[src/hw/rtl/bitmap_line_fill_engine_core_defines.svh]
// Assertion macros shared by the bitmap line fill engine RTL.
`ifndef BITMAP_LINE_FILL_ENGINE_CORE_DEFINES_SVH
`define BITMAP_LINE_FILL_ENGINE_CORE_DEFINES_SVH

// Checked at every clock edge outside reset.
`define BLFE_ASSERT(label, prop, msg) \
  label: assert property (@(posedge clk) disable iff (!rst_n) (prop)) else $error(msg);

// Checked at every clock edge, reset included.
`define BLFE_ASSERT_ALWAYS(label, prop, msg) \
  label: assert property (@(posedge clk) (prop)) else $error(msg);

`endif

[src/hw/rtl/blfe_pkg.sv]
// Package with types, command codes and constants of the bitmap line fill engine.
package blfe_pkg;

  localparam int WORD_BITS          = 32;
  localparam int WIDTH_PIXELS_DEF   = 640;
  localparam int HEIGHT_LINES_DEF   = 480;
  localparam logic [31:0] ALL_ONES  = 32'hFFFF_FFFF;
  localparam logic [31:0] MSB_ONE   = 32'h8000_0000;

  localparam logic [1:0] OP_CLEAR = 2'd0;
  localparam logic [1:0] OP_HSPAN = 2'd1;
  localparam logic [1:0] OP_VLINE = 2'd2;
  localparam logic [1:0] OP_READ  = 2'd3;

  typedef enum logic [2:0] {
    ST_IDLE,
    ST_SETUP,
    ST_CLEAR,
    ST_DRAW,
    ST_READ,
    ST_RDATA,
    ST_FINISH
  } state_t;

  // Request to the mask unit for one word of a command.
  typedef struct packed {
    logic       vert;
    logic [4:0] word_idx;
    logic [9:0] x_start;
    logic [9:0] x_end;
  } mask_req_t;

endpackage

[src/hw/rtl/blfe_mask.sv]
// Shift unit that builds the OR mask for one word of a span or a vertical line.
module blfe_mask import blfe_pkg::*; (
  input  mask_req_t   req,
  output logic [31:0] mask
);

  logic [4:0]  lo;
  logic [5:0]  hi;
  logic [31:0] head;
  logic [31:0] tail;

  always_comb begin
    // The first word starts at x_start, the word holding x_end stops there.
    lo   = (req.word_idx == req.x_start[9:5]) ? req.x_start[4:0] : 5'd0;
    hi   = (req.word_idx == req.x_end[9:5]) ? {1'b0, req.x_end[4:0]} : 6'd32;
    head = ALL_ONES >> lo;
    tail = hi[5] ? 32'd0 : (ALL_ONES >> hi[4:0]);
    if (req.vert) begin
      mask = MSB_ONE >> req.x_start[4:0];
    end else begin
      mask = head & ~tail;
    end
  end

endmodule

[config.mk]
export PLATFORM = sky130hd
export DESIGN_NAME = blfe_mask
export DESIGN_NICKNAME = d
export VERILOG_FILES = /design/src/hw/rtl/bitmap_line_fill_engine_core_defines.svh /design/src/hw/rtl/blfe_pkg.sv /design/src/hw/rtl/blfe_mask.sv
export SDC_FILE = /design/constraint.sdc
export NUM_CORES = 1
export LEC_CHECK = 0
export ABC_CLOCK_PERIOD_IN_PS = 3400
export BUFFER_PORTS_ARGS = -buffer_cell sky130_fd_sc_hd__buf_2
export CORE_UTILIZATION = 35
export DETAILED_ROUTE_END_ITERATION = 7
export PLACE_DENSITY = 0.66
export SLEW_MARGIN = 30
export SYNTH_ARGS = -nofsm -noshare
export SYNTH_HDL_FRONTEND = slang
export SYNTH_SLANG_ARGS = --single-unit
export TNS_END_PERCENT = 30
[constraint.sdc]
create_clock -name vclk -period 3.4
set_clock_uncertainty 0.05 [all_clocks]
set_input_delay 0.51 -clock vclk [all_inputs]
set_output_delay 0.51 -clock vclk [all_outputs]
set_load 0.05 [all_outputs]
# Word-level counts from Yosys, hierarchy flattened
# Cells that the tools add are included.
dict set report word_totals {
  register_bits 0
  in_bits 26
  word_cells 11
}
dict set report op_classes {
  eq_ne 2
  n_shift 3
  muxes 4
  bitwise 2
}
# op n
set ops {}
lappend ops {{right shift 32 x 5 -> 32 bit, first input constant} 3}
lappend ops {{2-to-1 mux 32 bit} 2}
lappend ops {{AND 32 bit} 1}
lappend ops {{inverter 32 bit} 1}
lappend ops {{== test 5 bit} 2}
lappend ops {{2-to-1 mux 6 bit} 1}
lappend ops {{2-to-1 mux 5 bit} 1}

# Logic depth before layout (Yosys ltp)
dict set report depth {
  depth_word 7
  ltp_mapped 6
}

# Least setup slack after synthesis
# No wires, ideal clock.
dict set report synth_path {
  path_type {input port to output port}
  startpoint {in req[2] in the netlist's numbering}
  endpoint {out mask[20]}
  arrival_time_ps 2344
  required_ps 2840
  setup_slack_ps 496
  cell_stages 5
  path_buffers 2
  path_cell_list {buf_2 buf_2 nand2_1 nor3b_1 o32ai_1}
}
dict set report synth_between {
  elab_chain_len 6
}
# element line_no
set synth_rtl {}
lappend synth_rtl {{from (decl)} blfe_mask.sv:3} ;# input mask_req_t req,
lappend synth_rtl {{2-to-1 mux 6 bit} blfe_mask.sv:15} ;# hi = (req.word_idx == req.x_end[9:5]) ? {1'b0, req.x_end[4:0]} : 6'd32;
lappend synth_rtl {{right shift 32 x 5 -> 32 bit} blfe_mask.sv:17} ;# tail = hi[5] ? 32'd0 : (ALL_ONES >> hi[4:0]);
lappend synth_rtl {{2-to-1 mux 32 bit} blfe_mask.sv:17}
lappend synth_rtl {{inverter 32 bit} blfe_mask.sv:21} ;# mask = head & ~tail;
lappend synth_rtl {{AND 32 bit} blfe_mask.sv:21}
lappend synth_rtl {{2-to-1 mux 32 bit} blfe_mask.sv:18} ;# if (req.vert) begin
lappend synth_rtl {{to (decl)} blfe_mask.sv:4} ;# output logic [31:0] mask
# No other way between the ends.

# Final worst setup path
dict set report layout_path {
  startpoint {in req[19] in the netlist's numbering}
  endpoint {out mask[22]}
}
dict set report layout_between {
  elab_chain_len 5
}
# element line_no
set layout_rtl {}
lappend layout_rtl {{== test 5 bit} blfe_mask.sv:14} ;# lo = (req.word_idx == req.x_start[9:5]) ? req.x_start[4:0] : 5'd0;
lappend layout_rtl {{2-to-1 mux 5 bit} blfe_mask.sv:14}
lappend layout_rtl {{right shift 32 x 5 -> 32 bit} blfe_mask.sv:16} ;# head = ALL_ONES >> lo;
lappend layout_rtl {{AND 32 bit} blfe_mask.sv:21}
lappend layout_rtl {{2-to-1 mux 32 bit} blfe_mask.sv:18}
# No other way between the ends.

==> report_table.html <==
<table>
<tr><th>Metric</th><th>Value</th></tr>
<tr><th colspan="2">Final layout</th></tr>
<tr><td>Layout clock buffers</td><td>0</td></tr>
<tr><td>Highest-count cells in the layout ignoring fill and taps</td><td>58 x sky130_fd_sc_hd__buf_2, 23 x sky130_fd_sc_hd__nor3_1, 15 x sky130_fd_sc_hd__o32ai_1</td></tr>
<tr><td>Layout-stage area growth over the synthesis result</td><td>16.25%</td></tr>
<tr><td>Sequential cell count</td><td>0</td></tr>
<tr><td>Number of nets in the finished design</td><td>269</td></tr>
<tr><td>Storage element area</td><td>0 sq um</td></tr>
<tr><td>Share of layout cells above drive strength 1</td><td>0.3278</td></tr>
<tr><td>Count of antenna diodes in the layout</td><td>0</td></tr>
<tr><td>Number of cells in the finished layout apart from fillers</td><td>289</td></tr>
<tr><td>Leading cell type in the layout, fill and taps excluded</td><td>sky130_fd_sc_hd__buf_2</td></tr>
<tr><th colspan="2">Setup path</th></tr>
<tr><td>CP Data Required Time</td><td>2840 ps</td></tr>
<tr><td>Data arrival, critical path</td><td>2130 ps</td></tr>
<tr><td>Kind of start point of the critical path</td><td>input pin</td></tr>
<tr><td>Endpoint kind of the worst setup timing path</td><td>primary output</td></tr>
<tr><td>Critical path peak fanout</td><td>19</td></tr>
<tr><td>Kind of critical path</td><td>input pin to primary output</td></tr>
<tr><th colspan="2">GRT</th></tr>
<tr><td>Fraction of met3 tracks used by global routing</td><td>0.008803</td></tr>
<tr><td>Leftover overflow at the end of global routing</td><td>0</td></tr>
<tr><td>Overall fraction of global-route tracks in use</td><td>0.2215</td></tr>
<tr><td>Number of global-route vias before repair</td><td>1566</td></tr>
<tr><td>Global-route wire length before repair</td><td>7652 microns</td></tr>
<tr><td>Global-route track usage on met1</td><td>0.3097</td></tr>
<tr><td>Initial antenna violation count</td><td>0</td></tr>
<tr><td>Met2 track demand over resource</td><td>0.3789</td></tr>
<tr><td>Most crowded layer after global routing</td><td>met2</td></tr>
<tr><td>Pin count of the biggest net entering global routing</td><td>31</td></tr>
<tr><th colspan="2">Timing</th></tr>
<tr><td>Unrepaired setup endpoints after global routing</td><td>no</td></tr>
<tr><td>Transition time at the pin with the least slew margin</td><td>522.9 ps</td></tr>
<tr><td>Post-layout min period</td><td>2686 ps</td></tr>
<tr><td>Hold Violations, Final</td><td>0</td></tr>
<tr><td>Final setup violating endpoints</td><td>0</td></tr>
<tr><td>Share of the clock period used by the worst path after layout</td><td>0.7899</td></tr>
<tr><td>TNS Setup</td><td>0 ps</td></tr>
<tr><td>Worst slew margin relative to its limit</td><td>0.6502</td></tr>
<tr><td>Timing-limited maximum frequency</td><td>372.4 MHz</td></tr>
<tr><td>Max-slew violation count</td><td>0</td></tr>
<tr><th colspan="2">Run status</th></tr>
<tr><td>Outcome</td><td>finished, final reports clean</td></tr>
<tr><th colspan="2">Pwr</th></tr>
<tr><td>Share of total power in sequential cells</td><td>0</td></tr>
<tr><td>Internal power summed over all cells</td><td>0.08421 mW</td></tr>
<tr><td>P per Cell Area</td><td>203.6 mW/mm^2</td></tr>
<tr><td>Net Switching</td><td>0.2439 mW</td></tr>
<tr><td>Fraction of power consumed by combinational cells</td><td>1.000</td></tr>
<tr><td>Peak supply drop</td><td>0.08081 mV</td></tr>
<tr><td>Power share of the clock group</td><td>0</td></tr>
<tr><td>Static power due to leakage</td><td>0.5174 nW</td></tr>
<tr><td>Switching portion of total power</td><td>0.7433</td></tr>
<tr><th colspan="2">Die</th></tr>
<tr><td>Die outline area</td><td>0.004217 sq mm</td></tr>
<tr><td>Core Box Area</td><td>0.003716 sq mm</td></tr>
<tr><td>Horizontal extent of the die</td><td>64.94 microns</td></tr>
<tr><td>Row cnt</td><td>22</td></tr>
<tr><td>Initial core utilization</td><td>0.3731</td></tr>
<tr><td>Top Ports</td><td>58</td></tr>
<tr><td>Die span in y</td><td>64.94 microns</td></tr>
<tr><th colspan="2">Clock tree</th></tr>
<tr><td>Post-cts gate resize count</td><td>0</td></tr>
<tr><td>Number of setup buffers added after CTS</td><td>0</td></tr>
<tr><td># hold bufs at CTS</td><td>0</td></tr>
<tr><th colspan="2">Placement</th></tr>
<tr><td>IO Port Bufs</td><td>58</td></tr>
<tr><td>HPWL after DPL</td><td>3560 microns</td></tr>
<tr><td>Total instance count after detailed placement</td><td>289</td></tr>
<tr><td>RD Place Congestion</td><td>0.9588</td></tr>
<tr><th colspan="2">Yosys</th></tr>
<tr><td>Combined area of all synthesized cells</td><td>0.001386 sq mm</td></tr>
<tr><td>Mean area per synthesized cell</td><td>6.796 sq um</td></tr>
<tr><td>Net Count, Synth</td><td>230</td></tr>
<tr><td>Unique cell type count in the Yosys netlist</td><td>53</td></tr>
<tr><td>Share of synthesized area occupied by flip-flops and latches</td><td>0</td></tr>
<tr><td>Yosys Warn Count</td><td>0</td></tr>
<tr><td>Cells after Synth</td><td>204</td></tr>
<tr><th colspan="2">Routing</th></tr>
<tr><td># DRC</td><td>0</td></tr>
<tr><td>Via Count</td><td>1894</td></tr>
<tr><td>Final Routed Wirelength</td><td>4975 microns</td></tr>
<tr><td>First-pass DRT Iterations</td><td>5</td></tr>
<tr><td>Antenna Nets Post-Route</td><td>0</td></tr>
<tr><td>Violation count after the first detailed-route iteration</td><td>238</td></tr>
<tr><td>Routed wire length per instance</td><td>17.21 microns</td></tr>
<tr><td>Vias per Instance</td><td>6.554</td></tr>
<tr><th colspan="2">Worst hold path</th></tr>
<tr><td>Instance count along the most critical hold path</td><td>4</td></tr>
<tr><td>Class of the worst hold path</td><td>input pin to primary output</td></tr>
<tr><th colspan="2">Job</th></tr>
<tr><td>Maximum capacitance violations</td><td>0</td></tr>
</table>
-- synthesized netlist by cell type (all sizes together) (2+ instances only) --
master | n | area [sq um]
nor3 | 24 | 131.4
buf | 23 | 147.6
o32ai | 15 | 131.4
nand2 | 13 | 51.30
nor2 | 12 | 45.04
nor4 | 11 | 87.59
o21ai | 10 | 53.80
xnor2 | 10 | 87.58
nand3 | 8 | 50.05
o31ai | 8 | 73.82
a21oi | 7 | 35.03
nor3b | 7 | 52.55
nand3b | 5 | 45.04
or2 | 5 | 31.28
o22ai | 4 | 25.02
a211oi | 3 | 22.52
a22oi | 3 | 22.52
and3 | 3 | 18.77
o21a | 3 | 22.52
or3 | 3 | 23.77
a2111oi | 2 | 30.03
a31oi | 2 | 12.51
a32oi | 2 | 17.52
clkbuf | 2 | 7.510
inv | 2 | 7.510
nand4 | 2 | 12.51
nor4b | 2 | 23.77
o41ai | 2 | 17.52
or3b | 2 | 17.52
-- metal layers --
metal,vias to the layer above,wire length [microns],part of all wire
li1,897,-,-
met3,8,455,0.091
met5,-,0,0
met4,0,46,0.0092
met2,115,2375,0.48
met1,874,2098,0.42
-- final cells by class --
type	count	area (sq um)
fill	406	2105
multi-input combinational	177	1224
timing repair buffer	62	320.3
tap	48	60.06
inverter	2	7.507
-- logic make-up after synthesis --
| group | after synthesis | synth area share |
|---|---|---|
| compound gates | 68 | 0.3845 |
| xor+xnor | 10 | 0.06317 |
| buf+inv | 27 | 0.1173 |
| simple gates | 99 | 0.4350 |
-- through the flow --
| step | setup slack [ps] | instance area, sq um | power [mW] | util | hold WS [ps] |
|---|---|---|---|---|---|
| finish | 714.4 | 1612 | 0.3281 | 0.4337 | 1520 |
| global route | 575.1 | 1612 | 0.3453 | 0.4337 | 1546 |
| CTS | 752.2 | 1612 | 0.3245 | 0.4337 | 1522 |
| detailed placement | 770.4 | 1612 | 0.3237 | 0.4337 | 1521 |
| global placement | 748.9 | 1612 | 0.3233 | 0.4337 | 1515 |
| floorplan | 496.1 | 1386 | 0.2588 | - | 1252 |
-- worst paths after layout --
kind | startpoint | endpoint
setup / recovery | req[19] | mask[22]
hold / removal | req[0] | mask[25]
-- worst max-delay path, cell delays in order --
cell                      delay, ps
sky130_fd_sc_hd__buf_2          100
sky130_fd_sc_hd__xnor2_1        190
sky130_fd_sc_hd__nand3_2        370
sky130_fd_sc_hd__buf_4          310
sky130_fd_sc_hd__nor4_1         280
sky130_fd_sc_hd__o32ai_1        120
sky130_fd_sc_hd__buf_2          230
-- power groups by stage --
stage	logic [mW]	clock network, mW	registers [mW]
2_1_floorplan	0.259	0	0
3_3_place_gp	0.323	0	0
3_5_place_dp	0.324	0	0
6_report	0.328	0	0
5_1_grt	0.345	0	0
4_1_cts	0.325	0	0
No activity file was read; power rests on OpenSTA's default activity.
